## src/rtl/bcc_pkg.sv

```systemverilog
// Shared types, constants and helper functions of the braille cell color encoder.
// Used by every module of the block; depends on nothing.
package bcc_pkg;

    // Cell text length and byte counter width
    localparam int BYTES_PER_CELL = 24;
    localparam int IDX_W          = $clog2(BYTES_PER_CELL);

    // Register reset: empty braille pattern
    localparam logic [15:0] CHAR_BASE_RESET = 16'h2800;

    // Averaging arithmetic: sum of eight bytes, reciprocal 2^18/count rounded up
    localparam int SUM_W       = 11;
    localparam int CNT_W       = 4;
    localparam int RECIP_W     = 19;
    localparam int RECIP_SHIFT = 18;
    localparam int PROD_W      = SUM_W + RECIP_W;
    localparam logic [7:0] WHITE = 8'd255;

    // Fixed characters of the escape sequence
    localparam logic [7:0] CH_ESC   = 8'h1B;
    localparam logic [7:0] CH_LBRK  = 8'h5B;
    localparam logic [7:0] CH_THREE = 8'h33;
    localparam logic [7:0] CH_EIGHT = 8'h38;
    localparam logic [7:0] CH_TWO   = 8'h32;
    localparam logic [7:0] CH_SEMI  = 8'h3B;
    localparam logic [7:0] CH_M     = 8'h6D;
    localparam logic [7:0] CH_ZERO  = 8'h30;
    localparam logic [7:0] CH_PAD   = 8'h00;

    // UTF-8 three-byte framing
    localparam logic [7:0] UTF8_LEAD = 8'hE0;
    localparam logic [7:0] UTF8_CONT = 8'h80;

    // Stage 1 -> stage 2: per-channel sums, lit dot count, code point
    typedef struct packed {
        logic [SUM_W-1:0] sum_red;
        logic [SUM_W-1:0] sum_green;
        logic [SUM_W-1:0] sum_blue;
        logic [CNT_W-1:0] count;
        logic [15:0]      code_point;
    } cell_sum_t;

    // Stage 2 -> stage 3: quotients and no-dot flag
    typedef struct packed {
        logic [7:0]  avg_red;
        logic [7:0]  avg_green;
        logic [7:0]  avg_blue;
        logic        no_dots;
        logic [15:0] code_point;
    } cell_avg_t;

    // Stage 3 -> serializer: three BCD digits per channel
    typedef struct packed {
        logic [11:0] dec_red;
        logic [11:0] dec_green;
        logic [11:0] dec_blue;
        logic [15:0] code_point;
    } cell_text_t;

    // ceil(2^18 / count); exact floor division for sums below 2048
    function automatic logic [RECIP_W-1:0] recip(input logic [CNT_W-1:0] count);
        logic [RECIP_W-1:0] r;
        unique case (count)
            4'd1:    r = 19'd262144;
            4'd2:    r = 19'd131072;
            4'd3:    r = 19'd87382;
            4'd4:    r = 19'd65536;
            4'd5:    r = 19'd52429;
            4'd6:    r = 19'd43691;
            4'd7:    r = 19'd37450;
            4'd8:    r = 19'd32768;
            default: r = '0;
        endcase
        return r;
    endfunction

    // Byte to three BCD digits {hundreds, tens, ones}
    function automatic logic [11:0] to_dec(input logic [7:0] v);
        logic [1:0]  h;
        logic [6:0]  rem;
        logic [14:0] tp;
        logic [3:0]  t;
        logic [3:0]  o;
        priority if (v >= 8'd200)
        begin
            h   = 2'd2;
            rem = 7'(v - 8'd200);
        end
        else if (v >= 8'd100)
        begin
            h   = 2'd1;
            rem = 7'(v - 8'd100);
        end
        else
        begin
            h   = 2'd0;
            rem = v[6:0];
        end
        // rem * 205 >> 11 is rem / 10 for rem below 100
        tp = 15'(rem) * 15'd205;
        t  = tp[14:11];
        o  = 4'(rem - 7'(7'(t) * 7'd10));
        return {2'b00, h, t, o};
    endfunction

endpackage

```

## src/rtl/bcc_cell_if.sv

```systemverilog
// Input channel of the braille cell color encoder: one cell per transfer.
// Depends on nothing.
interface bcc_cell_if;
    logic        valid;
    logic        ready;
    logic [7:0]  dot_mask;
    logic [63:0] red_dots;
    logic [63:0] green_dots;
    logic [63:0] blue_dots;

    modport source (output valid, output dot_mask, output red_dots, output green_dots,
                    output blue_dots, input ready);
    modport sink   (input valid, input dot_mask, input red_dots, input green_dots,
                    input blue_dots, output ready);
endinterface

```

## src/rtl/bcc_byte_if.sv

```systemverilog
// Output channel of the braille cell color encoder: one text byte per transfer.
// Depends on nothing.
interface bcc_byte_if;
    logic       valid;
    logic       ready;
    logic [7:0] out_byte;
    logic       last_of_cell;

    modport source (output valid, output out_byte, output last_of_cell, input ready);
    modport sink   (input valid, input out_byte, input last_of_cell, output ready);
endinterface

```

## src/rtl/bcc_cfg_if.sv

```systemverilog
// Configuration write channel of the braille cell color encoder (char_base).
// Depends on nothing.
interface bcc_cfg_if;
    logic        valid;
    logic        ready;
    logic [15:0] char_base;

    modport source (output valid, output char_base, input ready);
    modport sink   (input valid, input char_base, output ready);
endinterface

```

## src/rtl/bcc_accum.sv

```systemverilog
// Stage 1: masked channel sums, lit dot count and code point of one cell.
// Depends on bcc_pkg and bcc_cell_if.
module bcc_accum (
    input  logic               clk,
    input  logic               rst_n,
    bcc_cell_if.sink           dots,
    input  logic [15:0]        char_base,
    output logic               sum_valid,
    output bcc_pkg::cell_sum_t sum_data,
    input  logic               sum_ready
);

    logic               valid_reg;
    bcc_pkg::cell_sum_t data_reg;
    bcc_pkg::cell_sum_t data_next;

    // Stage advances when empty or when the next stage takes its content
    assign dots.ready = !valid_reg || sum_ready;

    // Adder trees over the eight dots
    always_comb
    begin
        data_next = '0;
        for (int k = 0; k < 8; k++)
        begin
            if (dots.dot_mask[k])
            begin
                data_next.sum_red   = data_next.sum_red
                                    + bcc_pkg::SUM_W'(dots.red_dots[8*k +: 8]);
                data_next.sum_green = data_next.sum_green
                                    + bcc_pkg::SUM_W'(dots.green_dots[8*k +: 8]);
                data_next.sum_blue  = data_next.sum_blue
                                    + bcc_pkg::SUM_W'(dots.blue_dots[8*k +: 8]);
                data_next.count     = data_next.count + bcc_pkg::CNT_W'(1);
            end
        end
        data_next.code_point = char_base + {8'h00, dots.dot_mask};
    end

    // Valid bit
    always_ff @(posedge clk or negedge rst_n)
    begin
        if (!rst_n)
            valid_reg <= 1'b0;
        else if (dots.ready)
            valid_reg <= dots.valid;
    end

    // Payload
    always_ff @(posedge clk)
    begin
        if (dots.ready && dots.valid)
            data_reg <= data_next;
    end

    assign sum_valid = valid_reg;
    assign sum_data  = data_reg;

endmodule

```

## src/rtl/bcc_divide.sv

```systemverilog
// Stages 2 and 3: reciprocal multiply for the averages, then decimal digits.
// Depends on bcc_pkg.
module bcc_divide (
    input  logic                clk,
    input  logic                rst_n,
    input  logic                sum_valid,
    input  bcc_pkg::cell_sum_t  sum_data,
    output logic                sum_ready,
    output logic                text_valid,
    output bcc_pkg::cell_text_t text_data,
    input  logic                text_ready
);

    logic                       avg_valid_reg;
    bcc_pkg::cell_avg_t         avg_reg;
    bcc_pkg::cell_avg_t         avg_next;
    logic                       avg_ready;
    logic [bcc_pkg::RECIP_W-1:0] rcp;
    logic [bcc_pkg::PROD_W-1:0]  prod_red;
    logic [bcc_pkg::PROD_W-1:0]  prod_green;
    logic [bcc_pkg::PROD_W-1:0]  prod_blue;
    logic                       text_valid_reg;
    bcc_pkg::cell_text_t        text_reg;
    bcc_pkg::cell_text_t        text_next;
    logic [7:0]                 red_val;
    logic [7:0]                 green_val;
    logic [7:0]                 blue_val;

    assign sum_ready = !avg_valid_reg || avg_ready;
    assign avg_ready = !text_valid_reg || text_ready;

    // Stage 2: sum times reciprocal of the count
    always_comb
    begin
        rcp        = bcc_pkg::recip(sum_data.count);
        prod_red   = bcc_pkg::PROD_W'(sum_data.sum_red)   * bcc_pkg::PROD_W'(rcp);
        prod_green = bcc_pkg::PROD_W'(sum_data.sum_green) * bcc_pkg::PROD_W'(rcp);
        prod_blue  = bcc_pkg::PROD_W'(sum_data.sum_blue)  * bcc_pkg::PROD_W'(rcp);
        avg_next.avg_red    = prod_red[bcc_pkg::RECIP_SHIFT +: 8];
        avg_next.avg_green  = prod_green[bcc_pkg::RECIP_SHIFT +: 8];
        avg_next.avg_blue   = prod_blue[bcc_pkg::RECIP_SHIFT +: 8];
        avg_next.no_dots    = (sum_data.count == '0);
        avg_next.code_point = sum_data.code_point;
    end

    always_ff @(posedge clk or negedge rst_n)
    begin
        if (!rst_n)
            avg_valid_reg <= 1'b0;
        else if (sum_ready)
            avg_valid_reg <= sum_valid;
    end

    always_ff @(posedge clk)
    begin
        if (sum_ready && sum_valid)
            avg_reg <= avg_next;
    end

    // Stage 3: white override, then BCD conversion
    always_comb
    begin
        red_val   = avg_reg.no_dots ? bcc_pkg::WHITE : avg_reg.avg_red;
        green_val = avg_reg.no_dots ? bcc_pkg::WHITE : avg_reg.avg_green;
        blue_val  = avg_reg.no_dots ? bcc_pkg::WHITE : avg_reg.avg_blue;
        text_next.dec_red    = bcc_pkg::to_dec(red_val);
        text_next.dec_green  = bcc_pkg::to_dec(green_val);
        text_next.dec_blue   = bcc_pkg::to_dec(blue_val);
        text_next.code_point = avg_reg.code_point;
    end

    always_ff @(posedge clk or negedge rst_n)
    begin
        if (!rst_n)
            text_valid_reg <= 1'b0;
        else if (avg_ready)
            text_valid_reg <= avg_valid_reg;
    end

    always_ff @(posedge clk)
    begin
        if (avg_ready && avg_valid_reg)
            text_reg <= text_next;
    end

    assign text_valid = text_valid_reg;
    assign text_data  = text_reg;

endmodule

```

## src/rtl/bcc_serial.sv

```systemverilog
// Byte sequencer: holds one converted cell and emits its text one byte per transfer.
// Depends on bcc_pkg and bcc_byte_if.
module bcc_serial (
    input  logic                clk,
    input  logic                rst_n,
    input  logic                cell_valid,
    input  bcc_pkg::cell_text_t cell_data,
    output logic                cell_ready,
    bcc_byte_if.source          text
);

    logic                        busy_reg;
    logic [bcc_pkg::IDX_W-1:0]   idx_reg;
    bcc_pkg::cell_text_t         held_reg;
    logic                        take;
    logic                        last;
    logic                        load;

    function automatic logic [7:0] digit(input logic [3:0] d);
        return bcc_pkg::CH_ZERO | {4'h0, d};
    endfunction

    assign take       = busy_reg && text.ready;
    assign last       = (idx_reg == bcc_pkg::IDX_W'(bcc_pkg::BYTES_PER_CELL - 1));
    assign cell_ready = !busy_reg || (text.ready && last);
    assign load       = cell_valid && cell_ready;

    // Sequencer state
    always_ff @(posedge clk or negedge rst_n)
    begin
        if (!rst_n)
        begin
            busy_reg <= 1'b0;
            idx_reg  <= '0;
        end
        else if (load)
        begin
            busy_reg <= 1'b1;
            idx_reg  <= '0;
        end
        else if (take)
        begin
            busy_reg <= !last;
            idx_reg  <= last ? '0 : idx_reg + 1'b1;
        end
    end

    always_ff @(posedge clk)
    begin
        if (load)
            held_reg <= cell_data;
    end

    // Byte select over the cell text
    always_comb
    begin
        unique case (idx_reg)
            5'd0:    text.out_byte = bcc_pkg::CH_ESC;
            5'd1:    text.out_byte = bcc_pkg::CH_LBRK;
            5'd2:    text.out_byte = bcc_pkg::CH_THREE;
            5'd3:    text.out_byte = bcc_pkg::CH_EIGHT;
            5'd4:    text.out_byte = bcc_pkg::CH_SEMI;
            5'd5:    text.out_byte = bcc_pkg::CH_TWO;
            5'd6:    text.out_byte = bcc_pkg::CH_SEMI;
            5'd7:    text.out_byte = digit(held_reg.dec_red[11:8]);
            5'd8:    text.out_byte = digit(held_reg.dec_red[7:4]);
            5'd9:    text.out_byte = digit(held_reg.dec_red[3:0]);
            5'd10:   text.out_byte = bcc_pkg::CH_SEMI;
            5'd11:   text.out_byte = digit(held_reg.dec_green[11:8]);
            5'd12:   text.out_byte = digit(held_reg.dec_green[7:4]);
            5'd13:   text.out_byte = digit(held_reg.dec_green[3:0]);
            5'd14:   text.out_byte = bcc_pkg::CH_SEMI;
            5'd15:   text.out_byte = digit(held_reg.dec_blue[11:8]);
            5'd16:   text.out_byte = digit(held_reg.dec_blue[7:4]);
            5'd17:   text.out_byte = digit(held_reg.dec_blue[3:0]);
            5'd18:   text.out_byte = bcc_pkg::CH_M;
            5'd19:   text.out_byte = bcc_pkg::UTF8_LEAD | {4'h0, held_reg.code_point[15:12]};
            5'd20:   text.out_byte = bcc_pkg::UTF8_CONT | {2'b00, held_reg.code_point[11:6]};
            5'd21:   text.out_byte = bcc_pkg::UTF8_CONT | {2'b00, held_reg.code_point[5:0]};
            default: text.out_byte = bcc_pkg::CH_PAD;
        endcase
    end

    assign text.valid        = busy_reg;
    assign text.last_of_cell = last;

`ifndef SYNTHESIS
    a_idx_range: assert property (@(posedge clk) disable iff (!rst_n)
        busy_reg |-> (idx_reg < bcc_pkg::IDX_W'(bcc_pkg::BYTES_PER_CELL)))
        else $error("byte index beyond cell length");
    a_load_start: assert property (@(posedge clk) disable iff (!rst_n)
        load |=> (busy_reg && idx_reg == '0))
        else $error("new cell does not start at its first byte");
    a_step: assert property (@(posedge clk) disable iff (!rst_n)
        (take && !last) |=> (busy_reg && idx_reg == $past(idx_reg) + 1'b1))
        else $error("byte index skipped or repeated");
    a_drain: assert property (@(posedge clk) disable iff (!rst_n)
        (take && last && !load) |=> !busy_reg)
        else $error("sequencer busy after final byte");
`endif

endmodule

```

## src/rtl/braille_cell_color_encoder.sv

```systemverilog
// Top level of the braille cell color encoder: register, pipeline and sequencer.
// Depends on bcc_pkg, the three channel interfaces, bcc_accum, bcc_divide, bcc_serial.
//
// Usage:
//   dots  - one braille cell per transfer: dot mask plus packed red, green and
//           blue bytes of the eight dots.
//   text  - the cell's 24-byte terminal text, one byte per transfer: the color
//           escape with the average of the lit dots (white when none is lit),
//           the three-byte UTF-8 form of char_base + dot mask, two zero pads.
//           last_of_cell marks the 24th byte.
//   cfg   - writes char_base; always ready. Write only while the block is idle.
// Path: the first byte of a cell is offered once the cell has passed the sum stage,
//   the multiply stage and the digit stage and has been loaded into the sequencer.
// Throughput: bounded by the byte-wide output, which carries 24 bytes per cell; the
//   sequencer takes the next cell in the cycle its last byte transfers, and
//   three more cells can wait in the pipeline stages.
// Reset: empties all stages, char_base returns to 0x2800.
// Stall: when text is not ready the current byte holds and the stages fill,
//   then dots.ready drops; nothing is lost or repeated.
module braille_cell_color_encoder (
    input  logic       clk,
    input  logic       rst_n,
    bcc_cfg_if.sink    cfg,
    bcc_cell_if.sink   dots,
    bcc_byte_if.source text
);

    logic [15:0]         char_base_reg;
    logic                sum_valid;
    bcc_pkg::cell_sum_t  sum_data;
    logic                sum_ready;
    logic                conv_valid;
    bcc_pkg::cell_text_t conv_data;
    logic                conv_ready;

    // Configuration register
    assign cfg.ready = 1'b1;

    always_ff @(posedge clk or negedge rst_n)
    begin
        if (!rst_n)
            char_base_reg <= bcc_pkg::CHAR_BASE_RESET;
        else if (cfg.valid)
            char_base_reg <= cfg.char_base;
    end

    // Pipeline
    bcc_accum u_accum (
        .clk       (clk),
        .rst_n     (rst_n),
        .dots      (dots),
        .char_base (char_base_reg),
        .sum_valid (sum_valid),
        .sum_data  (sum_data),
        .sum_ready (sum_ready)
    );

    bcc_divide u_divide (
        .clk        (clk),
        .rst_n      (rst_n),
        .sum_valid  (sum_valid),
        .sum_data   (sum_data),
        .sum_ready  (sum_ready),
        .text_valid (conv_valid),
        .text_data  (conv_data),
        .text_ready (conv_ready)
    );

    bcc_serial u_serial (
        .clk        (clk),
        .rst_n      (rst_n),
        .cell_valid (conv_valid),
        .cell_data  (conv_data),
        .cell_ready (conv_ready),
        .text       (text)
    );

endmodule

```

## src/flat_wrapper.sv

```systemverilog
// flat-port wrapper written by rule: the top's interface ports become plain ports
module braille_cell_color_encoder_flat 
  (clk, rst_n, cfg_valid, cfg_char_base, cfg_ready, dots_valid, dots_dot_mask, dots_red_dots, dots_green_dots, dots_blue_dots, dots_ready, text_valid, text_out_byte, text_last_of_cell, text_ready);
  bcc_cfg_if cfg_i ();
  bcc_cell_if dots_i ();
  bcc_byte_if text_i ();
  input  logic clk;
  input  logic rst_n;
  input wire logic [$bits(cfg_i.valid)-1:0] cfg_valid;
  input wire logic [$bits(cfg_i.char_base)-1:0] cfg_char_base;
  output wire logic [$bits(cfg_i.ready)-1:0] cfg_ready;
  input wire logic [$bits(dots_i.valid)-1:0] dots_valid;
  input wire logic [$bits(dots_i.dot_mask)-1:0] dots_dot_mask;
  input wire logic [$bits(dots_i.red_dots)-1:0] dots_red_dots;
  input wire logic [$bits(dots_i.green_dots)-1:0] dots_green_dots;
  input wire logic [$bits(dots_i.blue_dots)-1:0] dots_blue_dots;
  output wire logic [$bits(dots_i.ready)-1:0] dots_ready;
  output wire logic [$bits(text_i.valid)-1:0] text_valid;
  output wire logic [$bits(text_i.out_byte)-1:0] text_out_byte;
  output wire logic [$bits(text_i.last_of_cell)-1:0] text_last_of_cell;
  input wire logic [$bits(text_i.ready)-1:0] text_ready;
  assign cfg_i.valid = cfg_valid;
  assign cfg_i.char_base = cfg_char_base;
  assign cfg_ready = cfg_i.ready;
  assign dots_i.valid = dots_valid;
  assign dots_i.dot_mask = dots_dot_mask;
  assign dots_i.red_dots = dots_red_dots;
  assign dots_i.green_dots = dots_green_dots;
  assign dots_i.blue_dots = dots_blue_dots;
  assign dots_ready = dots_i.ready;
  assign text_valid = text_i.valid;
  assign text_out_byte = text_i.out_byte;
  assign text_last_of_cell = text_i.last_of_cell;
  assign text_i.ready = text_ready;
  braille_cell_color_encoder u_core (.clk(clk), .rst_n(rst_n), .cfg(cfg_i), .dots(dots_i), .text(text_i));
endmodule
```

## config.mk

```make
export PLATFORM = sky130hd
export DESIGN_NAME = braille_cell_color_encoder_flat
export DESIGN_NICKNAME = d
export VERILOG_FILES = /design/src/rtl/bcc_pkg.sv /design/src/rtl/bcc_cell_if.sv /design/src/rtl/bcc_byte_if.sv /design/src/rtl/bcc_cfg_if.sv /design/src/rtl/bcc_accum.sv /design/src/rtl/bcc_divide.sv /design/src/rtl/bcc_serial.sv /design/src/rtl/braille_cell_color_encoder.sv /design/src/flat_wrapper.sv
export SDC_FILE = /design/constraint.sdc
export NUM_CORES = 2
export LEC_CHECK = 0
export BUFFER_PORTS_ARGS = -buffer_cell sky130_fd_sc_hd__buf_4
export CAP_MARGIN = 15
export CORE_MARGIN = 2
export CORE_UTILIZATION = 64
export CTS_CLUSTER_SIZE = 10
export DETAILED_ROUTE_END_ITERATION = 10
export PLACE_DENSITY = 0.83
export SYNTH_ARGS = -nofsm -noshare
export SYNTH_HDL_FRONTEND = slang
export SYNTH_SLANG_ARGS = --single-unit
```

## constraint.sdc

```tcl
create_clock -name clk -period 8.8 [get_ports clk]
set_input_delay 0.88 -clock clk [delete_from_list [all_inputs] [get_ports clk]]
set_output_delay 0.88 -clock clk [all_outputs]
set_load 0.01 [all_outputs]
```

==> metrics.txt <==
status finished, final reports clean; crit end category register; DIE WIDTH 246 um; Reg clk slew, reported paths 60 ps; top cells by area, synth fa_1 26%, ha_1 15%, edfxtp_1 15%; Slew headroom 27.9%; asr flop ratio synth 11.2%; GR Layer Usage met3 6.79%; clock sink total 224; top-area cell type share of the netlist area 26.0%; Critical Path RT 9130 ps; Routed WL per cell 18.6 um; Placement Cell Area 40000 um^2; HP Class in -> async; die area 60500 um^2; fin crit share 94.4%; root buf cell clkbuf_16; post-DP HPWL 73700 um; Final Max Slew Viols 0; synthesized area 37500 um^2; Final setup viols 0; final instance area 41100 um^2; post-synth top area cell fa_1; largest net degree at the start of global routing 55; Rows 88; initial antenna violation count 11; H-Tree Depth 1; DRC 0; P per Cell Area 143 nW/um^2; Fmax 120 MHz; Layout Skew 59.3 ps; gpl congestion 0.924; WL final 92100 um; CP max stage delay 410 ps; via density per instance 5.81; GR peak layer met2; footprint of the multi-input gates 28100 um^2; LEAKAGE 19.2 nW; Primary FF master, synth edfxtp_1; DRT Pass-1 Iters 9; met1 GRT Util 39.1%; post-synthesis sequential area ratio 17.3%; Reg area 6480 um^2; syn_nets 5124; FF-to-FF End u_core.u_divide.text_data[43]; reg2reg setup slack 1200 ps; R2R cell count 23; Most common cell on crit path ha_1; GR Util met2 53.5%; antenna-violating nets left 0; share of cells above drive strength 1 11.6%; Period minus WS final 8310 ps; Layout area overhead 9.59%; most frequent cell after synthesis inv_1; WP data arrival 8640 ps; CP max FO 15; Synth cell types 90; grt ovf 0; max reg flops 53; Crit Path Category in -> reg; Syn Area/Cell 9.46 um^2; drt initial violations 1824; Filler cells 4274; slowest CP cell fa_1; Hold Vio Cnt, Final 0; Core Area 57800 um^2; Num CTS Buffers 27; RR Startpoint u_core.u_divide.avg_reg[16]; # IOs 233; Worst setup SP type input pin; GRT Util Overall 31.2%; MaxCap Viol Count 0; initial core utilization 64.9%; TritonCTS clock tree yes; Slew @ Worst Pin 1080 ps; top post-synthesis cells by count 693 x inv_1, 487 x fa_1, 453 x ha_1, 323 x nand2_1, 241 x and2_1; Ys Warns 0; first-pass GRT wire length 150000 um; Max IR drop VDD 0.164 mV; clock buffer depth 3; DR vias 28.7k; Final Util 71.1%; clk_lat worst skew 600 ps; vias in the first global route 30.0k; DIE HEIGHT 246 um; Post-Syn Instances 3963; nets@finish 5310; Seq cells post-synth 224; Post-synth EDFFs 186; I/O Buffers 231
-- cells in the final DEF (no fill, tap or decap), types with 20 or more instances in the layout --
master     instances
buf_4            284
xnor2_1          142
o21a_1            56
or2_2             23
o31ai_1           21
nor2_1           189
nand2b_1          23
nand2_1          323
and3_1            20
a21oi_1          133
mux2i_1           27
nor3_1            33
a21o_1            70
inv_1            692
mux2_2            90
ha_1             448
and2_1           239
xor2_1            58
fa_1             487
dfrtp_1           23
edfxtp_1         186
o21ai_0          147
o21bai_1          20
a211oi_1          42
nand3_1           23
nor2b_1           42
clkbuf_16         27
-- cells by family after synthesis --
| logic type | share of synthesized area, % |
|---|---|
| flip-flops | 17.3 |
| AO/OA/AOI/OAI | 11.7 |
| multiplexers | 3.48 |
| buffers and inverters | 8.29 |
| XOR/XNOR | 5.05 |
| adder cells (fa/ha/maj) | 41.1 |
| AND/OR/NAND/NOR | 13.0 |
| other | 0.0100 |
-- through the flow --
stage / hold slack [ps] / total power [mW] / cells / worst slack, ps / setup TNS, ps
floorplan: 400 / 3.88 / 3963 / 430 / 0
global placement: 401 / 4.60 / 4876 / 35.7 / 0
detailed placement: 405 / 4.71 / 4876 / -181 / -717
CTS: 188 / 5.76 / 4926 / 377 / 0
global route: 213 / 6.34 / 4939 / -49.9 / -64.6
finish: 195 / 5.86 / 4941 / 491 / 0
-- layout make-up --
class                      instances  share of cell area [%]
clock buffer                      46                    1.84
inverter                         696                    6.36
timing repair buffer             285                    5.24
clock inverter                     4                  0.0883
tap                              765                    2.33
sequential                       224                    15.8
multi-input combinational       2915                    68.3
antenna                            6                  0.0365
-- worst max-delay path, delay by kind of cell --
kind / cells / cell delay (ps)
adder cells (fa/ha/maj): 8 / 2510
AO/OA/AOI/OAI: 11 / 1860
multiplexers: 5 / 1260
AND/OR/NAND/NOR: 8 / 1030
XOR/XNOR: 6 / 740
buffers and inverters: 4 / 370
-- metal layers --
layer | wire length, um | share of wire [%]
met5 | 69 | 0.075
met4 | 3500 | 3.8
met3 | 8290 | 9.0
met2 | 44500 | 48
met1 | 35700 | 39
-- power breakdown --
group	internal (mW)	switching, mW	total [mW]
Combinational	1.65	1.89	3.54
Clock	0.584	0.439	1.02
Sequential	1.25	0.0567	1.30
-- what timing repair did --
action / 4_1_cts / 5_1_grt
resized for setup: 0 / 38
buffers inserted: 0 / 8
endpoints found under the setup margin: 0 / 8
hold buffers: 0 / 0
-- worst max path at each step --
stage | end | slack, ps | startpoint | cells after the start
3_5_place_dp | u_core.u_accum.sum_data[52] | -180 | dots_dot_mask[0] | 42
6_report | u_core.u_accum.sum_data[52] | 490 | dots_dot_mask[0] | 42
2_1_floorplan | u_core.u_accum.sum_data[41] | 430 | dots_dot_mask[0] | 42
5_1_grt | u_core.u_accum.sum_data[52] | -50 | dots_dot_mask[0] | 44
4_1_cts | u_core.u_accum.sum_data[52] | 380 | dots_dot_mask[0] | 42
3_3_place_gp | u_core.u_accum.sum_data[52] | 40 | dots_dot_mask[0] | 42
(Power assumes the default switching activity.)
